===== src/hw/rtl/command_slot_tracker_macros.svh =====
// ----------------------------------------------------------------------------
// command_slot_tracker_macros.svh
// Assertion macros shared by the command slot tracker RTL.
// ----------------------------------------------------------------------------
`ifndef COMMAND_SLOT_TRACKER_MACROS_SVH
`define COMMAND_SLOT_TRACKER_MACROS_SVH

// Same-cycle implication, sampled on clk, off during reset.
`define CST_ASSERT_NOW(label, ante, cons, msg) \
	label: assert property (@(posedge clk) disable iff (!arst_n) (ante) |-> (cons)) \
		else $error(msg);

// Next-cycle implication, sampled on clk, off during reset.
`define CST_ASSERT_NEXT(label, ante, cons, msg) \
	label: assert property (@(posedge clk) disable iff (!arst_n) (ante) |=> (cons)) \
		else $error(msg);

`endif


===== src/hw/rtl/cst_pkg.sv =====
// ----------------------------------------------------------------------------
// cst_pkg
// Types and constants of the command slot tracker.
// ----------------------------------------------------------------------------
package cst_pkg;

	localparam int SLOTS = 32;
	localparam logic [31:0] SLOT_MASK = 32'((64'd1 << SLOTS) - 64'd1);

	localparam logic [1:0] MODE_ALLOC    = 2'd0;
	localparam logic [1:0] MODE_RELEASE  = 2'd1;
	localparam logic [1:0] MODE_SUBMIT   = 2'd2;
	localparam logic [1:0] MODE_COMPLETE = 2'd3;

	localparam logic [1:0] ST_OK       = 2'd0;
	localparam logic [1:0] ST_FULL     = 2'd1;
	localparam logic [1:0] ST_BAD_SLOT = 2'd2;

	typedef struct packed {
		logic [1:0]  mode;
		logic [5:0]  slot;
		logic [31:0] issue_bits;
		logic [31:0] active_bits;
	} cmd_t;

	typedef struct packed {
		logic [1:0]  status;
		logic [4:0]  granted_slot;
		logic [31:0] freed_mask;
		logic [5:0]  freed_count;
		logic [31:0] issued_now;
	} result_t;

endpackage


===== src/hw/rtl/command_slot_tracker.sv =====
// ----------------------------------------------------------------------------
// command_slot_tracker
// Used and issue mask bookkeeping for the command slots of a storage port.
// ----------------------------------------------------------------------------
// Usage:
//   Drive a command word on cmd and pulse start. busy stays low, so a word
//   is taken at every edge with start high, one word per cycle sustained.
//   Modes: allocate the lowest free slot, release a slot, submit a slot, or
//   process completions from the sampled device issue and active masks.
//   Each word goes into an input register; the next cycle computes the
//   answer and the new masks in one pass and loads the result register.
//   done is registered from the input register's valid bit at the edge that
//   loads the result register, and stays high for exactly one cycle with the
//   result word; the receiver cannot hold it off.
//   Back-to-back words see each other's mask updates in order, since the
//   masks change at the same edge that loads the result register.
//   Reset clears both masks and all pending strobes.
// ----------------------------------------------------------------------------
`include "command_slot_tracker_macros.svh"

module command_slot_tracker (
	input  logic               clk,
	input  logic               arst_n,
	input  logic               start,
	output logic               busy,
	input  cst_pkg::cmd_t      cmd,
	output logic               done,
	output cst_pkg::result_t   result
);

	logic             valid_s1;
	cst_pkg::cmd_t    cmd_s1;
	logic [31:0]      used_q;
	logic [31:0]      issue_q;
	logic             done_q;
	cst_pkg::result_t result_q;

	logic [31:0]      used_d;
	logic [31:0]      issue_d;
	cst_pkg::result_t res_d;
	logic [31:0]      free_bits;
	logic [4:0]       first_free;
	logic [31:0]      dev_issue;
	logic [31:0]      dev_active;
	logic [31:0]      freed;
	logic [5:0]       freed_n;
	logic             slot_bad;

	assign busy   = 1'b0;
	assign done   = done_q;
	assign result = result_q;

	always_ff @(posedge clk or negedge arst_n) begin
		if (!arst_n) begin
			valid_s1 <= 1'b0;
		end else begin
			valid_s1 <= start;
		end
	end

	always_ff @(posedge clk) begin
		if (start) begin
			cmd_s1 <= cmd;
		end
	end

	// lowest free slot
	always_comb begin
		free_bits  = ~used_q & cst_pkg::SLOT_MASK;
		first_free = 5'd0;
		for (int i = 31; i >= 0; i--) begin
			if (free_bits[i]) begin
				first_free = 5'(i);
			end
		end
	end

	always_comb begin
		dev_issue  = cmd_s1.issue_bits & cst_pkg::SLOT_MASK;
		dev_active = cmd_s1.active_bits & cst_pkg::SLOT_MASK;
		freed      = used_q & ~(dev_issue | dev_active);
		freed_n    = 6'd0;
		for (int i = 0; i < 32; i++) begin
			freed_n = freed_n + 6'(freed[i]);
		end
	end

	assign slot_bad = ({1'b0, cmd_s1.slot} >= 7'(cst_pkg::SLOTS));

	always_comb begin
		used_d             = used_q;
		issue_d            = issue_q;
		res_d.status       = cst_pkg::ST_OK;
		res_d.granted_slot = 5'd0;
		res_d.freed_mask   = 32'd0;
		res_d.freed_count  = 6'd0;
		case (cmd_s1.mode)
			cst_pkg::MODE_ALLOC: begin
				if (free_bits == 32'd0) begin
					res_d.status = cst_pkg::ST_FULL;
				end else begin
					res_d.granted_slot = first_free;
					used_d[first_free] = 1'b1;
				end
			end
			cst_pkg::MODE_RELEASE: begin
				if (slot_bad) begin
					res_d.status = cst_pkg::ST_BAD_SLOT;
				end else begin
					used_d[cmd_s1.slot[4:0]] = 1'b0;
				end
			end
			cst_pkg::MODE_SUBMIT: begin
				if (slot_bad) begin
					res_d.status = cst_pkg::ST_BAD_SLOT;
				end else begin
					issue_d[cmd_s1.slot[4:0]] = 1'b1;
				end
			end
			cst_pkg::MODE_COMPLETE: begin
				issue_d           = dev_issue;
				used_d            = used_q & ~freed;
				res_d.freed_mask  = freed;
				res_d.freed_count = freed_n;
			end
			default: begin
				res_d.status = cst_pkg::ST_OK;
			end
		endcase
		res_d.issued_now = issue_d;
	end

	always_ff @(posedge clk or negedge arst_n) begin
		if (!arst_n) begin
			used_q  <= 32'd0;
			issue_q <= 32'd0;
			done_q  <= 1'b0;
		end else begin
			done_q <= valid_s1;
			if (valid_s1) begin
				used_q  <= used_d;
				issue_q <= issue_d;
			end
		end
	end

	always_ff @(posedge clk) begin
		if (valid_s1) begin
			result_q <= res_d;
		end
	end

	`CST_ASSERT_NOW(a_count_matches, done, result.freed_count == 6'($countones(result.freed_mask)), "freed count disagrees with freed mask")
	`CST_ASSERT_NOW(a_freed_cleared, done, (used_q & result.freed_mask) == 32'd0, "freed slot still marked used")
	`CST_ASSERT_NOW(a_issue_mirror, done, result.issued_now == issue_q, "reported issue mask differs from state")
	`CST_ASSERT_NEXT(a_grant_claimed, valid_s1 && cmd_s1.mode == cst_pkg::MODE_ALLOC && free_bits != 32'd0, used_q[result.granted_slot] && !$past(used_q[first_free]), "granted slot not claimed")

endmodule


===== config.mk =====
export PLATFORM = sky130hd
export DESIGN_NAME = command_slot_tracker
export DESIGN_NICKNAME = d
export VERILOG_FILES = /design/src/hw/rtl/cst_pkg.sv /design/src/hw/rtl/command_slot_tracker.sv
export VERILOG_INCLUDE_DIRS = /design/src /design/src/hw/rtl
export SDC_FILE = /design/constraint.sdc
export NUM_CORES = 1
export LEC_CHECK = 0
export ABC_AREA = 1
export ABC_CLOCK_PERIOD_IN_PS = 4900
export BUFFER_PORTS_ARGS = -buffer_cell sky130_fd_sc_hd__buf_2
export CAP_MARGIN = 20
export CORE_MARGIN = 2
export CORE_UTILIZATION = 52
export DETAILED_ROUTE_END_ITERATION = 16
export MAX_ROUTING_LAYER = met4
export PLACE_DENSITY = 0.81
export SETUP_SLACK_MARGIN = 0.15
export SLEW_MARGIN = 25
export SYNTH_ARGS = -nofsm -noshare
export SYNTH_HDL_FRONTEND = slang
export SYNTH_SLANG_ARGS = --single-unit

===== constraint.sdc =====
create_clock -name clk -period 4.9 [get_ports clk]
set_input_delay 0.245 -clock clk [delete_from_list [all_inputs] [get_ports clk]]
set_output_delay 0.245 -clock clk [all_outputs]
set_load 0.1 [all_outputs]

# Word-level counts from Yosys, hierarchy flattened
# Index checks and enable logic that the tools add are counted.
# word_totals
regBits	215
output_inout_bits	79
word_cells	117
# classes
n_addsub	31
n_lt_le_gt_ge	5
n_eq_ne	5
n_mux	44
bitwise	11
n_reduce_logical	8
# ops
operator	n
$mux W5	32
$add A6 B1 Y6	26
$not A32 Y32	4
$and A32 B32 Y32	3
$mux W32	3
$or A32 B32 Y32	3
$pmux W32 S3	1
$pmux W32 S2	1
$logic_not A32 Y1	1
$lt A5 B6 Y1 const B	2
$demux W1 S5	2
$ge A5 B1 Y1 const B	2
$add A5 B1 Y6	1
$ge A6 B6 Y1 const B	1
$add A4 B1 Y5	1
$add A3 B1 Y4	1
$eq A2 B2 Y1 const B	2
$ne A2 B2 Y1 const B	2
$pmux W2 S2	1
$reduce_and A4 Y1	1
$reduce_or A2 Y1	2
$add A2 B1 Y3	1
$mux W1	3
$reduce_bool A3 Y1	1
other kinds (6)	7

# Depth between registers and ports, before layout
# Gate-level depths: netlist (run 1).
# depth
word_depth	40
depth_mapped	35

# Worst setup path before layout (run 1)
# No wires, ideal clock.
# synth_path
path_type	register to register
startpoint	reg used_q[0]
endpoint	reg result_q (netlist bit result[36]) (data pin)
setup_time_ns	0.259
arrival_time_ns	4.725
required_ns	4.641
slack_ns	-0.084
path_stages_with_launch	19
path_buffers	1
period_less_slack_ns	4.984
cell_sequence	dfrtp_1 > buf_2 > inv_2 > nor3_1 > fa_1 > fa_1 > fa_1 > fa_1 > fa_1 > inv_1 > fa_1 > inv_1 > ha_1 > inv_1 > fa_1 > o21bai_1 > a21oi_1 > o21ai_0 > a21oi_1
# synth_via
elab_chain_cells	32
# synth_lines
item	line	source
start: declaration	command_slot_tracker.sv:33	logic [31:0] used_q;
start signal: assignment	command_slot_tracker.sv:141	used_q <= used_d;
$and A32 B32 Y32	command_slot_tracker.sv:81	freed = used_q & ~(dev_issue | dev_active);
net freed[0]	command_slot_tracker.sv:45	logic [31:0] freed;
$add A1 B1 Y2	command_slot_tracker.sv:84	freed_n = freed_n + 6'(freed[i]);
$add A2 B1 Y3	command_slot_tracker.sv:84	
$add A3 B1 Y4	command_slot_tracker.sv:84	
$add A4 B1 Y5	command_slot_tracker.sv:84	
$add A5 B1 Y6	command_slot_tracker.sv:84	
$add A6 B1 Y6 (26 in series)	command_slot_tracker.sv:84	
end signal: assignment	command_slot_tracker.sv:149	result_q <= res_d;
end: declaration	command_slot_tracker.sv:36	cst_pkg::result_t result_q;
# The timed path passes the listed nets, and every way through them passes these cells.
# A chain may end at the register's enable or synchronous reset.

# Final worst setup path (run 1)
# layout_path
startpoint	reg cmd_s1 (netlist bit dev_active[23])
endpoint	reg result_q (netlist bit result[36]) (data pin)
# layout_via
elab_chain_cells	12
# layout_lines
item	line	source
start: declaration	command_slot_tracker.sv:32	cst_pkg::cmd_t cmd_s1;
start signal: assignment	command_slot_tracker.sv:63	cmd_s1 <= cmd;
$or A32 B32 Y32	command_slot_tracker.sv:81	
$not A32 Y32	command_slot_tracker.sv:81	
$and A32 B32 Y32	command_slot_tracker.sv:81	
net freed[23]	command_slot_tracker.sv:45	
$add A6 B1 Y6 (9 in series)	command_slot_tracker.sv:84	
# The timed path passes the listed nets, and every way through them passes these cells.

==> results.toml, run 1 <==
[outcome]
status = "finished with violations"
failed_checks = "negative setup slack"

[layout]
drive_gt1_share_pct = 23.5
multiInputGateArea_um2 = 3420
final_cell_mix = "nand2_1 (152), buf_2 (150), edfxtp_1 (149)"
n_antenna_cell = 0
fillers = 1363
final_cell_area_um2 = 13000
regArea_um2 = 6130
synthToLayoutAreaGrowth_pct = 29.3
nNetsFinal = 1330
final_common_cell = "nand2_1"

[global_route]
antenna_found_initial = 0
grt_max_degree = 102
grt_pass1_vias = 8293
overflow = 0
grt_use_total_pct = 31.3
grt_pass1_wl_um = 46400

[timing]
relSlewSlack_pct = 37.0
finalHoldViolCount = 0
post-route-min-period_ps = 4960
rsz0062_at_grt = "yes"
skew_ps = 9.86
finalCritPeriodShare_pct = 101
slew_viol_final = 0
setup_slack_ps = -57.9
fmax_mhz = 202
finalSetupViolations = 1
tightest_slew_ps = 941

[logic_synthesis]
synth_top_area_share_pct = 44.5
synth_fa_ha_area_share_pct = 6.27
yosysTopAreaCell = "edfxtp_1"
synth-seq-area-share_pct = 60.9
synth.distinct_cells = 38
synth_warnings = 0
synth_xor_area_share_pct = 0
synth_area_leaders = "edfxtp_1 (45%), dfrtp_1 (16%), nand2_1 (5.7%), fa_1 (4.8%), inv_1 (4.6%)"
synthSimpleGateAreaFrac_pct = 16.9
synth_mux_area_share_pct = 0
synth_top_family_by_area = "simple AND/OR/NAND/NOR gates"
syn-cell-area_um2 = 10100
synth_compound_area_share_pct = 9.72
synth_cells = 951
avgSynthCellArea_um2 = 10.6
synthesis.nets = 1062
synth-seq-cells = 215

[critical_path]
cp.arrival_ps = 5220
cp_max_fo = 2
cp_slowest_cell = "fa_2"
startpoint_type = "flop"
crit_path_cell_trace = "nor3_4 > fa_1 > fa_1 > inv_1 > fa_1 > inv_2 > fa_2 > fa_1 > inv_1 > fa_2 > inv_2 > ha_4 > inv_2 > fa_2 > o21bai_1 > a21oi_1 > o21ai_1 > a21oi_1"
path_class = "flop to flop"
crit_path_end_kind = "flop"
cpMostUsedCell = "fa_1"
path_delay_family = "adder cells"
crit_buf_inv = 5
max_stage_delay_ps = 550
worstPathRequired_ps = 5160

[clock_tree]
cts_tree = "built"
cts_root_buffer = "clkbuf_16"
cts_max_level = 1
clock_sink_count = 215
clock_latency_ps = 510
cts_buffer_depth = 3
cts.clk_slew.worst_paths_ps = 60
cts_buffers = 23

[drt]
drtAntennaViolNets = 0
viasPerCell = 5.62
vias = 8404
first_pass_iters = 5
wl_um = 30700
remaining_drc_errors = 0
routedWlPerCell_um = 20.5
drtIter0Drc = 841

[floorplanning]
die_w_um = 143
boundaryPins = 154
die_area_um2 = 20500
rows = 50
dieHeight_um = 143
core-area_um2 = 18800
start_util_pct = 53.4

[placed_design]
dp_hpwl_um = 20600
gp_congestion = 0.970
placed_cell_area_um2 = 11400
numPortBuffers = 152

[run]
cap_violations = 0

[pwr]
powerDensity_nw_per_um2 = 401
irDropWorstVdd_mv = 0.293
finalPower_w = 0.00522
p_leak_nw = 5.39

[hold_path]
worstHoldPathType = "input port to flop"
## timing repair
action	CTS	global route
gates resized for setup	13	8
hold buffers	73	0
setup endpoints to repair	5	5
pin swaps	12	5
hold endpoints to repair	109	0
setup buffers	3	3
## flip-flops by register name, indices dropped and copies added (netlist names)
register    flops
cmd_s1          8
dev_active     32
dev_issue      32
done            1
issue_q        32
result         77
used_q         32
valid_s1        1
## layout make-up
cell class                      instances  area share, %
Sequential cell                       215           47.2
Multi-Input combinational cell        576           26.4
Timing Repair Buffer                  275           14.5
Clock buffer                           27           4.62
Inverter                              128           3.70
Tap cell                              260           2.50
Clock inverter                         15           1.17
## path summary, 6_finish.rpt
kind / from / end / slack, ps / depth (start not counted)
max: dev_active[23] / result[36] / -60 / 18
max reg2reg: dev_active[23] / result[36] / -60 / 18
max in group asynchronous: arst_n / used_q[26] / 3750 / 3
min: start / valid_s1 / 210 / 1
min in group asynchronous: arst_n / used_q[25] / 300 / 2
min reg2reg: issue_q[23] / issue_q[23] / 530 / 2
## per-layer routing
layer,vias to the layer above,track usage (%),wire length (µm)
met5,-,-,0
met4,0,11.9,1350
met3,88,5.50,2810
met2,521,50.7,15100
met1,3988,39.9,11500
li1,3807,-,-
## cells in the mapped netlist, drive strengths merged
master	n
o221ai	11
ha	12
o31ai	6
nand4	10
buf	12
clkbuf	20
conb	1
a21oi	60
nand2	158
dfrtp	66
a31oi	6
nor2	108
fa	24
edfxtp	149
o22ai	1
nand3	45
a211oi	3
a311oi	2
a221oi	6
o21ai	47
o211ai	17
nor3	39
inv	125
o21bai	1
clkinv	3
nor4	19
## power by group
group	leakage, nW	internal [W]	total (W)	switching [W]
logic	2.66	0.000301	0.00123	0.000929
registers	2.34	0.00215	0.00224	0.0000964
clock network	0.379	0.00103	0.00174	0.000707
## cell families (layout without fill, tap and decap cells)
family          count (synthesis)  count (layout)
compound gates                160             160
fa+ha+maj                      36              36
buf+inv                       160             445
flops                         215             215
other cells                     1               1
simple gates                  379             379
## through the flow
stage               setup TNS (ps)  cells  worst slack [ps]  utilization [%]  hold slack [ps]
global route                  -305   1496              -218             69.0              216
finish                       -57.9   1496             -57.9             69.0              206
CTS                          -69.1   1493             -69.1             68.7              379
detailed placement            -176   1375              -118             60.5              423
floorplan                        0    951               149                -            -50.6
global placement             -85.0   1375             -69.5             60.5              421
(Power assumes the default switching activity.)
==> run 2, diff against run 1 <==
==> constraint.sdc (replaced) <==
create_clock -name clk -period 4.9 [get_ports clk]
set_input_delay 0.98 -clock clk [delete_from_list [all_inputs] [get_ports clk]]
set_output_delay 0.98 -clock clk [all_outputs]
set_load 0.1 [all_outputs]
==> results.toml, run 2 (synthesized netlist as in run 1, its figures left out) <==
[critical_path]
r2r_end = "result[36]"
crit_path_cell_trace = "nor3_4 > fa_1 > fa_1 > inv_1 > fa_1 > inv_2 > fa_2 > fa_1 > inv_2 > fa_2 > inv_2 > ha_4 > inv_2 > fa_2 > o21bai_1 > a21oi_2 > o21ai_1 > a21oi_1"
reg2reg_slack_ps = -200
worstPathRequired_ps = 5160
cp.arrival_ps = 5360
startpoint_type = "flop"
reg2reg_from = "dev_active[27]"
max_stage_delay_ps = 540
path_delay_family = "adder cells"
crit_buf_inv = 5
cp_max_fo = 3
path_class = "flop to flop"
rr_worst_depth = 18
crit_path_end_kind = "flop"
cp_slowest_cell = "fa_2"

[global_route]
grt_pass1_wl_um = 43800
overflow = 0
grt_max_degree = 97
grt_pass1_vias = 7843
antenna_found_initial = 0
grt_use_total_pct = 29.7

[timing]
finalCritPeriodShare_pct = 104
fin_setup_tns_ps = -350
skew_ps = 26.8
fmax_mhz = 196
post-route-min-period_ps = 5100
finalSetupViolations = 3
relSlewSlack_pct = 31.0
slew_viol_final = 0
setup_slack_ps = -197
hold_slack_ps = 528
rsz0062_at_grt = "yes"
tightest_slew_ps = 1030
finalHoldViolCount = 0

[layout]
fin_cells = 1425
drive_gt1_share_pct = 25.2
n_antenna_cell = 0
largest_register_ffs = 77
nNetsFinal = 1259
synthToLayoutAreaGrowth_pct = 22.7
final_cell_mix = "nand2_1 (152), buf_2 (151), edfxtp_1 (149)"
fillers = 1441
final_common_cell = "nand2_1"

[drt]
drtIter0Drc = 894
wl_um = 29400
first_pass_iters = 6
routedWlPerCell_um = 20.7
vias = 8024
viasPerCell = 5.63
drtAntennaViolNets = 0
remaining_drc_errors = 0

[clock_tree]
cts_buffers = 23
hold_buffers = 0
cts_root_buffer = "clkbuf_16"
cts_tree = "built"
cts_buffer_depth = 3
cts.clk_slew.worst_paths_ps = 60
clock_sink_count = 215
clock_latency_ps = 530
cts_max_level = 1

[pwr]
p_leak_nw = 5.10
powerDensity_nw_per_um2 = 426
irDropWorstVdd_mv = 0.314

[floorplanning]
start_util_pct = 53.4
rows = 50
core-area_um2 = 18800
boundaryPins = 154
dieHeight_um = 143
die_area_um2 = 20500
die_w_um = 143

[hold_path]
hold_path_end = "issue_q[23]"
worstHoldPathType = "flop to flop"
holdPathStages = 2
min_from = "issue_q[23]"

[placed_design]
gp_congestion = 0.996
numPortBuffers = 152
dp.cells = 1376
dp_hpwl_um = 20900

[outcome]
failed_checks = "negative setup slack"
status = "finished with violations"

[run]
cap_violations = 0
## run 2: changes by cell type in the layout (fill, tap and decap cells not counted), sizes merged
| cell | previous run | this run |
|---|---|---|
| dlygate4sd3 | 73 | 0 |
| buf | 202 | 204 |
| clkbuf | 27 | 29 |
| clkinvlp | 0 | 1 |
| bufinv | 3 | 4 |
| clkinv | 14 | 10 |
## run 2: routing by layer
metal	vias up	wire length, µm	share of wire (%)	global-route usage (%)
met5	-	0	0	-
met4	0	1120	3.8	11.5
met3	69	2610	8.9	5.33
met2	417	14400	49	47.3
met1	3873	11300	38	38.1
li1	3665	-	-	-
## run 2: area by class of cell
| cell class | count | area, µm² | share of cell area [%] |
|---|---|---|---|
| Inverter | 128 | 480 | 3.90 |
| Clock inverter | 13 | 168 | 1.36 |
| Timing Repair Buffer | 204 | 1160 | 9.41 |
| Tap cell | 260 | 325 | 2.64 |
| Clock buffer | 29 | 618 | 5.01 |
| Sequential cell | 215 | 6130 | 49.7 |
| Multi-Input combinational cell | 576 | 3450 | 28.0 |
## run 2: power breakdown
part / total, W / internal, W / switching, W
clock network: 0.00183 / 0.00110 / 0.000724
registers: 0.00224 / 0.00215 / 0.0000953
logic: 0.00118 / 0.000265 / 0.000917
total: 0.00525 / 0.00352 / 0.00174
## run 2: worst max path at each step
stage | start | to | slack (ps) | cells past startpoint
2_1_floorplan | used_q[21] | result[36] | 150 | 19
5_1_grt | dev_issue[27] | result[36] | -320 | 18
6_report | dev_active[27] | result[36] | -200 | 18
3_3_place_gp | dev_active[21] | result[36] | -70 | 18
4_1_cts | dev_issue[27] | result[36] | -100 | 18
3_5_place_dp | dev_active[23] | result[36] | -120 | 18
## run 2: worst reg2reg max path: stages, from the launching register on
cell and delay (ps):
edfxtp_1 430, nor3_4 230, fa_1 490, fa_1 500
inv_1 50, fa_1 500, inv_2 50, fa_2 540
fa_1 430, inv_2 70, fa_2 430, inv_2 80
ha_4 130, inv_2 40, fa_2 350, o21bai_1 170
a21oi_2 90, o21ai_1 180, a21oi_1 60
## run 2: stage by stage
stage	total power (W)	cell area (µm²)	utilization (%)	worst slack, ps
CTS	0.00524	12200	65.0	-101
finish	0.00525	12300	65.5	-197
global placement	0.00340	11400	60.5	-69.8
global route	0.00543	12300	65.5	-321
detailed placement	0.00342	11400	60.5	-125
floorplan	0.00310	10100	-	149
## run 2: what timing repair did
action | in CTS | in global routing
pin swaps | 17 | 16
endpoints found under the setup margin | 5 | 5
setup buffers | 2 | 5
gates resized for setup | 12 | 15
==> run 3, diff against run 2 <==
--- a/config.mk
+++ b/config.mk
@@ -6,15 +6,14 @@
 export SDC_FILE = /design/constraint.sdc
 export NUM_CORES = 1
 export LEC_CHECK = 0
-export ABC_AREA = 1
 export ABC_CLOCK_PERIOD_IN_PS = 4900
 export BUFFER_PORTS_ARGS = -buffer_cell sky130_fd_sc_hd__buf_2
 export CAP_MARGIN = 20
 export CORE_MARGIN = 2
-export CORE_UTILIZATION = 52
+export CORE_UTILIZATION = 51
 export DETAILED_ROUTE_END_ITERATION = 16
 export MAX_ROUTING_LAYER = met4
-export PLACE_DENSITY = 0.81
+export PLACE_DENSITY = 0.8
 export SETUP_SLACK_MARGIN = 0.15
 export SLEW_MARGIN = 25
 export SYNTH_ARGS = -nofsm -noshare
==> results.toml, run 3 <==
[global_route]
grt_pass1_wl_um = 42100
grt_pass1_vias = 7012
grt_max_degree = 79
antenna_found_initial = 0
grt_use_total_pct = 28.4
overflow = 0

[critical_path]
path_class = "flop to flop"
max_stage_delay_ps = 510
startpoint_type = "flop"
worstPathRequired_ps = 5170
crit_path_cell_trace = "nor3b_4 > fa_1 > fa_1 > inv_1 > fa_1 > inv_2 > fa_1 > fa_1 > inv_1 > fa_1 > inv_2 > ha_4 > inv_2 > fa_2 > inv_1 > a21o_1 > a21oi_2 > xnor2_1 > and2_1"
crit_path_end_kind = "flop"
cp.arrival_ps = 5390
cpMostUsedCell = "fa_1"
crit_buf_inv = 6
cp_max_fo = 2
cp_slowest_cell = "fa_1"
path_delay_family = "adder cells"

[clock_tree]
cts_root_buffer = "clkbuf_16"
cts_tree = "built"
clock_latency_ps = 510
cts_buffers = 22
cts.clk_slew.worst_paths_ps = 70
cts_buffer_depth = 3
cts_max_level = 1
clock_sink_count = 215

[timing]
setup_slack_ps = -217
fmax_mhz = 195
finalHoldViolCount = 0
post-route-min-period_ps = 5120
finalCritPeriodShare_pct = 104
rsz0062_at_grt = "yes"
slew_viol_final = 0
skew_ps = 11.0
finalSetupViolations = 4
tightest_slew_ps = 971
hold_slack_ps = 509
relSlewSlack_pct = 35.1

[floorplanning]
core-area_um2 = 18800
dieHeight_um = 143
rows = 50
die_w_um = 143
boundaryPins = 154
die_area_um2 = 20500
start_util_pct = 52.5

[layout]
fin_cells = 1214
drive_gt1_share_pct = 34.6
nNetsFinal = 1049
final_common_cell = "buf_2"
largest_register_ffs = 77
final_cell_mix = "buf_2 (152), edfxtp_1 (149), dfrtp_1 (64)"
n_antenna_cell = 0
synthToLayoutAreaGrowth_pct = 23.0
utilization_pct = 64.6

[logic_synthesis]
synth-seq-cells = 215
yosysMostFrequentCell = "edfxtp_1"
yosysTopAreaCell = "edfxtp_1"
synth_warnings = 0
ys.flop_type = "edfxtp_1"
syn-cell-area_um2 = 9880
synth_cells = 744
synth_edf_count = 149
avgSynthCellArea_um2 = 13.3
synth_common_cells = "edfxtp_1 (149), dfrtp_1 (66), o21ai_0 (63)"
synth.distinct_cells = 65
synth-seq-area-share_pct = 62.0
synth_area_leaders = "edfxtp_1 (45%), dfrtp_1 (17%), fa_1 (4.9%), mux2_2 (3.6%), o21ai_0 (3.2%)"
synth_top_area_share_pct = 45.3
async_flop_share_pct = 30.7
synthesis.nets = 855

[outcome]
status = "finished with violations"
failed_checks = "negative setup slack"

[drt]
viasPerCell = 6.05
routedWlPerCell_um = 23.1
first_pass_iters = 5
drtAntennaViolNets = 0
wl_um = 28100
vias = 7344
drtIter0Drc = 912
remaining_drc_errors = 0

[pwr]
combPwrFrac_pct = 25.3
pwr-share-clk_pct = 32.9
powerDensity_nw_per_um2 = 473
p_leak_nw = 5.05
swShare_pct = 33.7
seq_power_share_pct = 41.7
irDropWorstVdd_mv = 0.359
intPower_w = 0.00381
p_sw_w = 0.00194

[placed_design]
dp_hpwl_um = 19800
dp.cells = 1170
pre_cts_slack_ps = -285
gp_congestion = 0.963
numPortBuffers = 152

[run]
cap_violations = 0

[hold_path]
worstHoldPathType = "flop to flop"
==> run 3: timing repair <==
item / CTS / global route
resized for setup: 12 / 6
buffers inserted: 2 / 2
pin swaps: 6 / 6
hold buffers: 0 / 0
setup endpoints to repair: 5 / 5
==> run 3: worst register-to-register path: cells and delay by family (launching register included) <==
kind / cells / cell delay, ps
fa+ha+maj: 8 / 3350
flops: 1 / 450
simple gates: 2 / 420
buf+inv: 6 / 340
compound gates: 2 / 180
xor+xnor: 1 / 120
==> run 3: cell families after synthesis <==
logic type | Yosys count | synth area share, %
flops | 215 | 62.0
buf+inv | 57 | 2.43
compound gates | 196 | 12.9
other cells | 1 | 0.0379
mux | 32 | 3.65
fa+ha+maj | 36 | 6.38
simple gates | 205 | 12.5
xor+xnor | 2 | 0.177
==> run 3: area by class of cell <==
cell class                 instances  area (µm²)
clock buffer                      31         656
inverter                          27         101
timing repair buffer             200        1120
fill                            1375        6680
sequential                       215        6130
clock inverter                     9         178
tap                              260         325
multi-input combinational        472        3640
==> run 3: per-layer routing <==
layer / GRT usage [%] / up-vias / share of wire (%)
li1: - / 3192 / -
met1: 42.1 / 3595 / 41
met2: 41.8 / 509 / 46
met3: 4.16 / 48 / 11
met4: 7.48 / 0 / 2.3
met5: - / - / 0
==> run 3: path summary, 6_finish.rpt <==
kind / from / end / slack (ps) / cells past startpoint
min in group asynchronous: arst_n / issue_q[31] / 560 / 1
hold reg to reg: issue_q[31] / issue_q[31] / 510 / 1
hold / removal: issue_q[31] / issue_q[31] / 510 / 1
setup / recovery: dev_issue[25] / result[36] / -220 / 19
setup reg to reg: dev_issue[25] / result[36] / -220 / 19
max in group asynchronous: arst_n / done / 3320 / 2
==> run 3: stage by stage <==
stage | cell area [µm²] | TNS, ps | total power [W]
floorplan | 9940 | 0 | 0.00345
global placement | 11200 | -137 | 0.00381
detailed placement | 11200 | -755 | 0.00383
CTS | 12100 | -276 | 0.00574
global route | 12200 | -1070 | 0.00594
finish | 12200 | -693 | 0.00575
==> run 3: power by group through the flow <==
stage | sequential, W | combinational, W | clock (W)
after global placement | 0.00241 | 0.00140 | 0
after detailed placement | 0.00242 | 0.00141 | 0
final | 0.00240 | 0.00146 | 0.00189
after global routing | 0.00243 | 0.00153 | 0.00199
after CTS | 0.00239 | 0.00143 | 0.00192
after floorplan | 0.00295 | 0.000503 | 0
